===== config.mk =====
export PLATFORM = sky130hd
export DESIGN_NAME = logic_shift_unit_with_flags_top
export DESIGN_NICKNAME = d
export VERILOG_FILES = /design/src/hw/rtl/lsu_pkg.sv /design/src/hw/rtl/lsu_ram.sv /design/src/hw/rtl/lsu_alu.sv /design/src/hw/rtl/logic_shift_unit_with_flags_top.sv
export SDC_FILE = /design/constraint.sdc
export NUM_CORES = 1
export LEC_CHECK = 0
export BUFFER_PORTS_ARGS = -buffer_cell sky130_fd_sc_hd__buf_4
export CAP_MARGIN = 30
export CORE_UTILIZATION = 35
export CTS_CLUSTER_SIZE = 40
export DETAILED_ROUTE_END_ITERATION = 10
export GPL_ROUTABILITY_DRIVEN = 0
export PLACE_DENSITY = 0.58
export SYNTH_ARGS = -nofsm -noshare
export SYNTH_HDL_FRONTEND = slang
export SYNTH_SLANG_ARGS = --single-unit

===== constraint.sdc =====
create_clock -name clk -period 3.41 [get_ports clk]
set_input_delay 0.682 -clock clk [delete_from_list [all_inputs] [get_ports clk]]
set_output_delay 0.682 -clock clk [all_outputs]
set_load 0.1 [all_outputs]

===== src/hw/rtl/lsu_pkg.sv =====
// ----------------------------------------------------------------------------
// lsu_pkg
// Shared types and constants of the logic and shift unit.
// ----------------------------------------------------------------------------
package lsu_pkg;

    // Size of the byte register file and the width of its address.
    localparam int unsigned REG_COUNT  = 32;
    localparam int unsigned REG_ADDR_W = $clog2(REG_COUNT);

    // Fixed field widths.
    localparam int unsigned DATA_W  = 8;
    localparam int unsigned INDEX_W = 5;
    localparam int unsigned OP_W    = 4;

    localparam logic [DATA_W-1:0] BYTE_ALL_ONES = 8'hFF;
    localparam logic [DATA_W-1:0] BYTE_ZERO     = 8'h00;
    localparam int unsigned       SIGN_POS      = DATA_W - 1;

    // Operation codes.
    localparam logic [OP_W-1:0] OP_AND  = 4'd0;
    localparam logic [OP_W-1:0] OP_ANDI = 4'd1;
    localparam logic [OP_W-1:0] OP_OR   = 4'd2;
    localparam logic [OP_W-1:0] OP_ORI  = 4'd3;
    localparam logic [OP_W-1:0] OP_EOR  = 4'd4;
    localparam logic [OP_W-1:0] OP_COM  = 4'd5;
    localparam logic [OP_W-1:0] OP_SER  = 4'd6;
    localparam logic [OP_W-1:0] OP_CLR  = 4'd7;
    localparam logic [OP_W-1:0] OP_LSR  = 4'd8;
    localparam logic [OP_W-1:0] OP_ROR  = 4'd9;

    typedef logic [DATA_W-1:0]     byte_t;
    typedef logic [REG_ADDR_W-1:0] reg_addr_t;

    // Status flags.
    typedef struct packed {
        logic s;
        logic v;
        logic n;
        logic z;
        logic c;
    } flags_t;

    // What the execute logic hands back for one instruction.
    typedef struct packed {
        byte_t  value;
        flags_t flags;
        logic   wr_en;
    } alu_out_t;

endpackage


===== src/hw/rtl/lsu_ram.sv =====
// ----------------------------------------------------------------------------
// lsu_ram
// Generic RAM with one write port and two registered read ports.
// ----------------------------------------------------------------------------
module lsu_ram #(
    parameter int WIDTH  = 8,
    parameter int DEPTH  = 32,
    parameter int ADDR_W = $clog2(DEPTH)
) (
    input  logic              clk,
    input  logic              wr_en,
    input  logic [ADDR_W-1:0] wr_addr,
    input  logic [WIDTH-1:0]  wr_data,
    input  logic              rd_en,
    input  logic [ADDR_W-1:0] rd_addr_a,
    input  logic [ADDR_W-1:0] rd_addr_b,
    output logic [WIDTH-1:0]  rd_data_a,
    output logic [WIDTH-1:0]  rd_data_b
);

    logic [WIDTH-1:0] mem [DEPTH];

    always_ff @(posedge clk)
    begin
        if (wr_en)
        begin
            mem[wr_addr] <= wr_data;
        end
        if (rd_en)
        begin
            rd_data_a <= mem[rd_addr_a];
            rd_data_b <= mem[rd_addr_b];
        end
    end

endmodule


===== src/hw/rtl/lsu_alu.sv =====
// ----------------------------------------------------------------------------
// lsu_alu
// Combinational execute logic: result byte, new flags and write enable.
// ----------------------------------------------------------------------------
module lsu_alu (
    input  logic [3:0]       op,
    input  lsu_pkg::byte_t   opnd_a,
    input  lsu_pkg::byte_t   opnd_b,
    input  lsu_pkg::byte_t   immediate,
    input  lsu_pkg::flags_t  flags_in,
    output lsu_pkg::alu_out_t res
);
    import lsu_pkg::*;

    byte_t value;
    logic  carry;
    logic  is_shift;
    logic  update;
    logic  known;
    logic  n_bit;
    logic  v_bit;

    always_comb
    begin
        value    = BYTE_ZERO;
        carry    = flags_in.c;
        is_shift = 1'b0;
        update   = 1'b1;
        known    = 1'b1;
        unique case (op)
            OP_AND:  value = opnd_a & opnd_b;
            OP_ANDI: value = opnd_a & immediate;
            OP_OR:   value = opnd_a | opnd_b;
            OP_ORI:  value = opnd_a | immediate;
            OP_EOR:  value = opnd_a ^ opnd_b;
            OP_COM:
            begin
                value = opnd_a ^ BYTE_ALL_ONES;
                carry = 1'b1;
            end
            OP_SER:
            begin
                value  = BYTE_ALL_ONES;
                update = 1'b0;
            end
            OP_CLR:  value = BYTE_ZERO;
            OP_LSR:
            begin
                value    = {1'b0, opnd_a[DATA_W-1:1]};
                carry    = opnd_a[0];
                is_shift = 1'b1;
            end
            OP_ROR:
            begin
                value    = {flags_in.c, opnd_a[DATA_W-1:1]};
                carry    = opnd_a[0];
                is_shift = 1'b1;
            end
            default:
            begin
                update = 1'b0;
                known  = 1'b0;
            end
        endcase
    end

    assign n_bit = value[SIGN_POS];
    assign v_bit = is_shift & (n_bit ^ carry);

    always_comb
    begin
        res.value = value;
        res.wr_en = known;
        if (update)
        begin
            res.flags.c = carry;
            res.flags.z = (value == BYTE_ZERO);
            res.flags.n = n_bit;
            res.flags.v = v_bit;
            res.flags.s = n_bit ^ v_bit;
        end
        else
        begin
            res.flags = flags_in;
        end
    end

endmodule


===== src/hw/rtl/logic_shift_unit_with_flags_top.sv =====
// ----------------------------------------------------------------------------
// logic_shift_unit_with_flags_top
// Eight-bit logic and shift unit with a byte register file and status flags.
// ----------------------------------------------------------------------------
// Each input transfer carries one instruction (AND, ANDI, OR, ORI, EOR, COM,
// SER, CLR, LSR or ROR) that reads the destination register and, for AND, OR
// and EOR, a source register, writes the destination and, but for SER,
// updates the C, Z, N, V and S flags; each instruction yields exactly one
// output transfer with the byte written and the flags after it. The unit
// sustains one instruction per clock while the output is accepted: an
// instruction passes from the operand stage, where the register file read data
// arrives, into the result register. Back-to-back dependent instructions run
// at full rate because the most recent register write is forwarded to the
// operand stage. The register file is a RAM whose entries carry valid bits
// cleared at reset, so it reads as zero from the first cycle without a
// clearing pass. Unused operation codes write nothing, report a zero byte
// and leave the flags untouched.
// ----------------------------------------------------------------------------
module logic_shift_unit_with_flags_top (
    input  logic clk,
    input  logic rst_n,

    input  logic       in_valid,
    output logic       in_ready,
    input  logic [3:0] op,
    input  logic [4:0] dest_index,
    input  logic [4:0] src_index,
    input  logic [7:0] immediate,

    output logic       out_valid,
    input  logic       out_ready,
    output logic [7:0] result_value,
    output logic       carry_flag,
    output logic       zero_flag,
    output logic       negative_flag,
    output logic       overflow_flag,
    output logic       sign_flag
);
    import lsu_pkg::*;

    // Handshake and stage control.
    logic      in_fire;
    logic      s1_advance;
    logic      dest_ok;
    logic      src_ok;
    reg_addr_t dest_addr;
    reg_addr_t src_addr;

    // Operand stage.
    logic        s1_valid_reg;
    logic [3:0]  s1_op_reg;
    reg_addr_t   s1_dest_reg;
    reg_addr_t   s1_src_reg;
    logic        s1_dest_ok_reg;
    logic        s1_src_ok_reg;
    logic        s1_a_live_reg;
    logic        s1_b_live_reg;
    byte_t       s1_imm_reg;

    // Register file, valid bits and write forwarding.
    logic [REG_COUNT-1:0] valid_reg;
    byte_t     ram_a;
    byte_t     ram_b;
    logic      wr_en;
    logic      fwd_valid_reg;
    reg_addr_t fwd_addr_reg;
    byte_t     fwd_data_reg;

    // Execute and result stage.
    byte_t    opnd_a;
    byte_t    opnd_b;
    flags_t   flags_reg;
    alu_out_t alu_res;
    logic     out_valid_reg;
    byte_t    out_value_reg;
    flags_t   out_flags_reg;

    assign dest_ok   = 32'(dest_index) < REG_COUNT;
    assign src_ok    = 32'(src_index) < REG_COUNT;
    assign dest_addr = dest_index[REG_ADDR_W-1:0];
    assign src_addr  = src_index[REG_ADDR_W-1:0];

    // The operand stage moves on whenever the result register is free or
    // is being emptied in this cycle; a new instruction enters as it leaves.
    assign s1_advance = s1_valid_reg && (!out_valid_reg || out_ready);
    assign in_ready   = !s1_valid_reg || s1_advance;
    assign in_fire    = in_valid && in_ready;

    // Registers are written as the instruction passes into the result
    // register; a write to an index beyond the file is dropped.
    assign wr_en = s1_advance && alu_res.wr_en && s1_dest_ok_reg;

    lsu_ram #(
        .WIDTH (DATA_W),
        .DEPTH (REG_COUNT)
    ) u_regfile (
        .clk       (clk),
        .wr_en     (wr_en),
        .wr_addr   (s1_dest_reg),
        .wr_data   (alu_res.value),
        .rd_en     (in_fire),
        .rd_addr_a (dest_addr),
        .rd_addr_b (src_addr),
        .rd_data_a (ram_a),
        .rd_data_b (ram_b)
    );

    // The RAM read can happen at the same edge as the write of the preceding
    // instruction, so that write is taken from the forwarding register.
    // Entries never written since reset read as zero.
    always_comb
    begin
        if (fwd_valid_reg && s1_dest_ok_reg && (fwd_addr_reg == s1_dest_reg))
        begin
            opnd_a = fwd_data_reg;
        end
        else
        begin
            opnd_a = s1_a_live_reg ? ram_a : BYTE_ZERO;
        end
        if (fwd_valid_reg && s1_src_ok_reg && (fwd_addr_reg == s1_src_reg))
        begin
            opnd_b = fwd_data_reg;
        end
        else
        begin
            opnd_b = s1_b_live_reg ? ram_b : BYTE_ZERO;
        end
    end

    lsu_alu u_alu (
        .op        (s1_op_reg),
        .opnd_a    (opnd_a),
        .opnd_b    (opnd_b),
        .immediate (s1_imm_reg),
        .flags_in  (flags_reg),
        .res       (alu_res)
    );

    // Control state.
    always_ff @(posedge clk or negedge rst_n)
    begin
        if (!rst_n)
        begin
            s1_valid_reg  <= 1'b0;
            out_valid_reg <= 1'b0;
            fwd_valid_reg <= 1'b0;
            valid_reg     <= '0;
            flags_reg     <= '0;
        end
        else
        begin
            if (in_ready)
            begin
                s1_valid_reg <= in_valid;
            end
            if (s1_advance)
            begin
                out_valid_reg <= 1'b1;
                flags_reg     <= alu_res.flags;
            end
            else if (out_ready)
            begin
                out_valid_reg <= 1'b0;
            end
            if (wr_en)
            begin
                fwd_valid_reg          <= 1'b1;
                valid_reg[s1_dest_reg] <= 1'b1;
            end
        end
    end

    // Payload registers.
    always_ff @(posedge clk)
    begin
        if (in_fire)
        begin
            s1_op_reg      <= op;
            s1_dest_reg    <= dest_addr;
            s1_src_reg     <= src_addr;
            s1_dest_ok_reg <= dest_ok;
            s1_src_ok_reg  <= src_ok;
            s1_a_live_reg  <= dest_ok && valid_reg[dest_addr];
            s1_b_live_reg  <= src_ok && valid_reg[src_addr];
            s1_imm_reg     <= immediate;
        end
        if (wr_en)
        begin
            fwd_addr_reg <= s1_dest_reg;
            fwd_data_reg <= alu_res.value;
        end
        if (s1_advance)
        begin
            out_value_reg <= alu_res.value;
            out_flags_reg <= alu_res.flags;
        end
    end

    assign out_valid     = out_valid_reg;
    assign result_value  = out_value_reg;
    assign carry_flag    = out_flags_reg.c;
    assign zero_flag     = out_flags_reg.z;
    assign negative_flag = out_flags_reg.n;
    assign overflow_flag = out_flags_reg.v;
    assign sign_flag     = out_flags_reg.s;

    // An empty operand stage must always take a new instruction.
    a_ready_when_empty: assert property (@(posedge clk) disable iff (!rst_n)
        !s1_valid_reg |-> in_ready)
        else $error("operand stage empty but input not ready");

    // An instruction leaving the operand stage is presented at the output.
    a_advance_to_output: assert property (@(posedge clk) disable iff (!rst_n)
        s1_advance |=> out_valid)
        else $error("executed instruction missing at output");

    // A committed write marks its register as written.
    a_write_marks_valid: assert property (@(posedge clk) disable iff (!rst_n)
        wr_en |=> valid_reg[$past(s1_dest_reg)] && fwd_valid_reg)
        else $error("register write not recorded");

    // S is always N xor V in the architectural flags.
    a_sign_rule: assert property (@(posedge clk) disable iff (!rst_n)
        flags_reg.s == (flags_reg.n ^ flags_reg.v))
        else $error("sign flag inconsistent");

endmodule


==> key figures, run 1 <==
Setup path
  • Last element of the critical path: u_regfile.mem[6][3]
  • Cells on worst reg2reg path: 9
  • CP Capture Type: flop
  • Worst Path Arrival: approximately 3.3 ns
  • Worst setup SP type: flop
  • Critical path peak fanout: 34
  • Setup Crit Path Kind: flop to flop
  • Reg2Reg Capture Point: u_regfile.mem[6][3]
  • WP data required: 3.64 ns
  • FF-to-FF Start: s1_dest_reg[0]
  • Critical Path Start: s1_dest_reg[0]
  • FF-to-FF setup slack: 0.34 ns

Die
  • Starting Density: a little over a third
  • Die height: 222 um
  • Site Rows: 80
  • Total Die Area: 49500 um2
  • CORE AREA: between 40000 and 50000 um2
  • Number of top-level pins: 41
  • Die width: roughly 220 um

Global route
  • Largest net degree at the start of global routing: slightly above 40
  • Total GRT Usage: 18.7%
  • Overflow after GRT: 0
  • First-pass GRT wire length: around 67000 um
  • Vias in the first global route: 9936
  • Initial antenna violation count: 1

STA
  • Final Critical Period: 3.07 ns
  • Hold WS: 0.164 ns
  • RSZ-0062 raised after global routing: no
  • Slew Limit Headroom: 48.3%
  • Fin. Hold Viols: 0
  • Setup TNS: 0 ns
  • Max Freq: between 300 and 400 MHz
  • Final WS setup: 0.337 ns
  • Clock Skew: 0.0277 ns
  • Slew Limit Fails: 0
  • Setup violators final: 0
  • Slew @ Worst Pin: 0.768 ns
  • Final Cycle Share: 90.1%

Logic synthesis
  • Net count after synthesis: about 960
  • Post-synth top cells: 322 x edfxtp_1, 180 x mux4_2, 54 x nor2_1
  • EDFF count, synth: ~320
  • Yosys cell types: 60
  • Synth area leaders: edfxtp_1 57%, mux4_2 24%, dfrtp_1 5.9%
  • Cell taking the most area after synthesis: edfxtp_1
  • Synth Register Bits: roughly 360
  • Syn Area/Cell: 18.2 um2
  • Count leader, synth: edfxtp_1
  • Async SR Flop Fraction: 11.0%
  • Cells after synthesis: 935
  • Share of the synthesized area in the top cell type: a little under three fifths
  • Sequential area share after synthesis: a little over three fifths
  • Synthesized area: 17000 um2
  • Synth warn: 0
  • Ys flop type: edfxtp_1

Power
  • Leak: 6.79 nW
  • Power Density: 550 nW/um2
  • VDD IR max: 0.000285 V

Min path
  • Hold Path Class: primary input to asynchronous set/reset pin

Route
  • ANT nets after route: 0
  • Via count: 9700
  • DR WL/cell: 26.9 um
  • DRT iter0 DRCs: 1023
  • Post-route DRC: 0
  • Number of vias per cell: 5.75
  • WL final: 45400 um
  • Drt first pass iters: 7

Clock tree
  • H-Tree Depth: 2
  • Post-CTS sizing: 0
  • Postcts setup bufs: 0
  • TritonCTS clock tree: built
  • Clk Latency, worst-skew pair: 0.55 ns
  • CTS Hold Bufs: 0
  • Clk buf depth: 3
  • CTS Buf Count: 41
  • Root Buffer: clkbuf_16
  • Clock-pin transition on the worst setup and hold timing paths: ~0.06 ns
  • Clock Sinks: 362

Layout
  • Share of cells above drive strength 1: 40.0%
  • Final #Nets: 1066
  • Synth-to-layout area growth: 17.1%
  • Fillers: 4228
  • Final Non-Filler Cells: 1687
  • Fin util: 41.6%
  • Max FFs per register: approximately 260

Outcome
  • Status: finished, final reports clean

Run
  • Max-Cap Viols: 0

Placed design
  • Pre-CTS setup slack: 0.360 ns
  • Placed cells: about 1600
  • Port-buffer cells: 40
  • Hpwl dp: 29300 um
[cell families (layout without fill, tap and decap cells)]
family                 after synthesis  count (layout)  share of synthesized area, %
AO/OA/AOI/OAI                       81              81                          3.20
buffers and inverters               70             206                          1.59
AND/OR/NAND/NOR                    199             199                          6.03
other                                0               1                             0
multiplexers                       211             211                          25.8
flip-flops                         362             362                          62.7
XOR/XNOR                            12              12                         0.618
[through the flow]
step                cell area [um2]  total power [mW]
global route                  19900              11.3
global placement              18600              6.80
CTS                           19900              11.0
detailed placement            18600              6.81
finish                        19900              11.0
floorplan                     17000              6.29
[critical path: stages (launching register included)]
cell	delay, ns
edfxtp_1	0.53
xnor2_1	0.28
nand2_1	0.28
nor2_1	0.17
buf_4	0.19
mux2i_1	0.33
a21oi_1	0.08
nor4_1	0.48
nand2_1	0.11
buf_4	0.26
[report_power, final]
part	internal [mW]	switching [mW]	leakage (nW)
registers	5.15	0.139	3.48
logic	0.591	0.836	2.67
clock network	2.49	1.75	0.642
total	8.22	2.73	6.79
[how the worst min path moves through the flow]
stage / start / end / slack, ns / depth (start not counted)
after floorplan: rst_n / flags_reg[0] / 0.39 / 0
after global placement: flags_reg[1] / flags_reg[1] / 0.46 / 2
after detailed placement: valid_reg[11] / valid_reg[11] / 0.47 / 1
after CTS: rst_n / valid_reg[1] / 0.17 / 1
after global routing: rst_n / valid_reg[0] / 0.20 / 1
final: rst_n / valid_reg[0] / 0.16 / 1
[cell usage in the layout, fill, tap and decap left out, types with 7 or more instances in the layout]
| master | instances |
|---|---|
| or2_2 | 36 |
| mux2_2 | 23 |
| dfrtp_1 | 40 |
| clkinv_1 | 7 |
| nand2_1 | 35 |
| clkbuf_16 | 44 |
| nor2_1 | 54 |
| mux4_2 | 180 |
| mux2i_1 | 8 |
| buf_12 | 13 |
| o21ai_0 | 13 |
| nand3_1 | 13 |
| nand2b_1 | 13 |
| xnor2_1 | 7 |
| clkinv_2 | 8 |
| nor3_1 | 8 |
| a21oi_1 | 25 |
| edfxtp_1 | 322 |
| and2_1 | 7 |
| clkbuf_1 | 8 |
| buf_4 | 108 |
| inv_1 | 10 |
[per-layer routing]
layer	up-vias	routed length, um	track usage, %
li1	4092	-	-
met1	5131	19200	25.1
met2	396	22200	30.5
met3	81	2720	3.37
met4	0	1360	6.45
met5	-	0	0
[final cells by class]
type                    instances  area [um2]  share of cell area [%]
clock buffers                  55        1170                    5.88
diodes                          1        2.50                  0.0126
repair buffers                121        1070                    5.38
inverters                      11        41.3                   0.207
well taps                     615         769                    3.86
clock inverters                19         121                   0.609
multi-input cells             503        6070                    30.5
flip-flops and latches        362       10700                    53.6
(Power assumes the default switching activity.)
==> inputs of run 2 (changes only) <==
CTS_CLUSTER_SIZE = 28   (was 40)
GPL_TIMING_DRIVEN = 0   (was default)
SYNTH_HIERARCHICAL = 1   (was default)
==> run 2 against run 1 <==
  * Sequential share of layout area shrank 1.3 points
  * Global-route usage grew 1.3 points
  * Clock power grew 1%
  * Critical path depth grew 5
  * Register-to-register slack lost 0.24 ns
  * Final area grew 2.5%
  * Hold slack lost 0.050 ns
  * Wire length grew 7.6%
  * Die area grew 0.52%
  * First-iteration DRC count grew 24%
  * Final cell count grew 3.4%
==> key figures, run 2 <==
Outcome
  • Status: finished, final reports clean

Placed design
  • Port-buffer cells: 40 (unchanged)
  • Placed cells: 1638 (+1.6%)
  • Hpwl dp: 32300 um (+10%)

Die
  • Number of top-level pins: 41 (unchanged)
  • CORE AREA: 47900 um2 (+0.21%)
  • Total Die Area: 49700 um2 (+0.52%)
  • Die height: 223 um (+0.26%)
  • Starting Density: 35.7% (+0.11 points)
  • Die width: 223 um (+0.26%)
  • Site Rows: 80 (unchanged)

Power
  • Comb pwr share: 14.2% (+1.2 points)
  • VDD IR max: 0.000269 V (-5.7%)
  • Switch share: 25.3% (+0.45 points)
  • Power Density: 545 nW/um2 (-0.76%)
  • Leak: 7.02 nW (+3.3%)
  • Clock network power share: 38.5% (-0.2 points)
  • Sw power: 2.82 mW (+3.5%)
  • Final Total Pwr: 11.1 mW (+1.7%)
  • Flop pwr share: 47.3% (-1.0 points)
  • Internal power: 8.31 mW (+1.1%)

Layout
  • Final Non-Filler Cells: 1744 (+3.4%)
  • Final #Nets: 1127 (+5.7%)
  • Fin util: 42.6% (+0.95 points)
  • Share of cells above drive strength 1: 37.3% (-2.7 points)
  • Synth-to-layout area growth: 19.4%
  • ANT cells: 0 (-1)
  • Most frequent cells in the layout: 322 x edfxtp_1, 160 x mux4_2, 89 x buf_4
  • Max FFs per register: 256 (unchanged)
  • Commonest non-fill, non-tap cell in the layout: edfxtp_1

Global route
  • Vias in the first global route: 10383 (+4.5%)
  • First-pass GRT wire length: 72400 um (+7.6%)
  • Largest net degree at the start of global routing: 41 (unchanged)
  • Initial antenna violation count: 0 (-1)
  • Overflow after GRT: 0 (unchanged)
  • Total GRT Usage: 20.0% (+1.3 points)

STA
  • Hold WS: 0.114 ns (-0.0500 ns)
  • Slew @ Worst Pin: 0.970 ns (+0.202 ns)
  • Final Cycle Share: 97.3% (+7.2 points)
  • Setup TNS: 0 ns (unchanged)
  • Slew Limit Fails: 0 (unchanged)
  • Final Critical Period: 3.32 ns (+0.244 ns)
  • Fin. Hold Viols: 0 (unchanged)
  • Max Freq: 302 MHz (-7.4%)
  • Setup violators final: 0 (unchanged)
  • Slew Limit Headroom: 35.4% (-13 points)
  • Clock Skew: 0.0238 ns (-0.00391 ns)

Setup path
  • CP peak stage delay: 0.48 ns (-0.05 ns)
  • Critical path's slowest cell: or4_4
  • Critical path peak fanout: 7 (-79%)
  • CP Capture Type: flop
  • WP data required: 3.90 ns (+0.26 ns)
  • Most used cell, CP: buf_6
  • Worst setup SP type: flop
  • Worst Path Arrival: 3.81 ns (+0.51 ns)
  • Critical Path, Cell by Cell: xor2_1 > nor4_1 > and3_1 > buf_6 > buf_6 > nand2_1 > o21ai_1 > nor2_1 > a222oi_1 > buf_4 > o2111ai_4 > or4_4 > o41ai_4 > mux2_4
  • Setup Crit Path Kind: flop to flop

Logic synthesis
  • Syn Area/Cell: 17.7 um2 (-2.8%)
  • Ys flop type: edfxtp_1
  • Share of the synthesized area in the top cell type: 56.6% (-0.30 points)
  • EDFF count, synth: 322 (unchanged)
  • Synth area leaders: edfxtp_1 57%, mux4_2 21%, dfrtp_1 5.9%
  • Largest family of logic cells by synthesized area: multiplexers
  • Cells after synthesis: 967 (+3.4%)
  • Count leader, synth: edfxtp_1
  • Synth warn: 6 (+6)
  • Synth Area in Adders: 0% (unchanged)
  • Post-synth top cells: 322 x edfxtp_1, 160 x mux4_2, 56 x nor2_1
  • Async SR Flop Fraction: 11.0% (unchanged)
  • Synth Register Bits: 362 (unchanged)
  • Yosys cell types: 50 (-17%)
  • Simple-Gate Fraction of Synth Area: 5.35% (-0.68 points)
  • Synthesized area: 17100 um2 (+0.52%)
  • Cell taking the most area after synthesis: edfxtp_1
  • Compound-Gate Fraction of Synth Area: 4.84% (+1.6 points)
  • Sequential area share after synthesis: 62.4% (-0.33 points)
  • Mux cell area share after synthesis: 24.6% (-1.2 points)
  • XOR/XNOR Fraction of Synth Area: 0.563% (-0.054 points)
  • Net count after synthesis: 993 (+3.3%)

Route
  • DRT iter0 DRCs: 1265 (+24%)
  • Post-route DRC: 0 (unchanged)
  • Number of vias per cell: 5.91 (+2.9%)
  • Drt first pass iters: 7 (unchanged)
  • WL final: 48800 um (+7.6%)
  • ANT nets after route: 0 (unchanged)
  • DR WL/cell: 28.0 um (+4.0%)
  • Via count: 10314 (+6.3%)

Run
  • Max-Cap Viols: 0 (unchanged)

Clock tree
  • Clk buf depth: 3 (unchanged)
  • Clk Latency, worst-skew pair: 0.54 ns (about the same)
  • Clock-pin transition on the worst setup and hold timing paths: 0.06 ns (about the same)
  • CTS Buf Count: 40 (-2.4%)
  • Clock Sinks: 362 (unchanged)
  • TritonCTS clock tree: built
  • CTS Hold Bufs: 0 (unchanged)
  • Root Buffer: clkbuf_16
  • H-Tree Depth: 2 (unchanged)

Min path
  • Hold Path Class: primary input to asynchronous set/reset pin
[run 2: cell count changes after synthesis, moves of 12 or more]
cell / delta
buf_4: +18
clkbuf_1: -27
mux4_2: -20
mux2i_1: +29
or2_2: -36
nand2_1: +19
buf_2: +12
a21o_1: +36
[run 2: worst max-delay path: cells and delay by family (launching register included)]
family          cells  cell delay [ns]
xor+xnor            1             0.16
buf+inv             3             0.43
flops               1             0.41
mux                 1             0.20
simple gates        5             1.14
compound gates      4             0.92
[run 2: power by group through the flow]
stage,sequential [mW],combinational (mW),clock [mW]
2_1_floorplan,5.48,0.800,0
3_3_place_gp,5.38,1.35,0
3_5_place_dp,5.37,1.44,0
4_1_cts,5.27,1.55,4.36
5_1_grt,5.29,1.67,4.51
6_report,5.27,1.58,4.29
[run 2: cells by family (layout without fill, tap and decap cells)]
family          count (synthesis)  count (layout)
simple gates                  186             186
xor+xnor                       11              11
flops                         362             362
buf+inv                        73             233
compound gates                117             119
mux                           218             218
[run 2: metal layers]
metal	vias to the layer above	GRT usage, %	part of all wire, %
met5	-	0	0
met4	0	6.05	3.3
met3	107	3.81	7.9
met2	510	32.9	49
met1	5417	26.8	40
li1	4280	-	-
[run 2: per-stage QoR]
stage,area (um2),worst slack (ns)
after CTS,20300,-0.101
final,20400,0.0933
after floorplan,17100,-0.0604
after global placement,18200,-1.53
after global routing,20400,-0.0104
after detailed placement,18400,-0.881
[run 2: area by class of cell]
cell class	count	area, um2
sequential	362	10700
multi-input combinational	534	6400
fill	4187	27500
inverter	9	37.5
timing repair buffer	91	897
buffer	63	362
clock buffer	50	1080
clock inverter	20	199
tap	615	769
[run 2: path summary, 6_finish.rpt]
kind / from / to / slack (ns) / depth (start not counted)
max in group asynchronous: rst_n / valid_reg[20] / 2.91 / 1
worst max register to register: fwd_addr_reg[1] / flags_reg[1] / 0.09 / 14
worst min-delay path: rst_n / flags_reg[2] / 0.11 / 1
worst min register to register: valid_reg[12] / valid_reg[12] / 0.48 / 1
worst max-delay path: fwd_addr_reg[1] / flags_reg[1] / 0.09 / 14
min in group clk: immediate[1] / s1_imm_reg[1] / 0.32 / 1
[run 2: repair_timing]
item | in CTS | in global routing
pin swaps | 18 | 5
gates cloned | 2 | 0
setup endpoints to repair | 316 | 280
resized for setup | 72 | 17
buffers inserted | 28 | 7
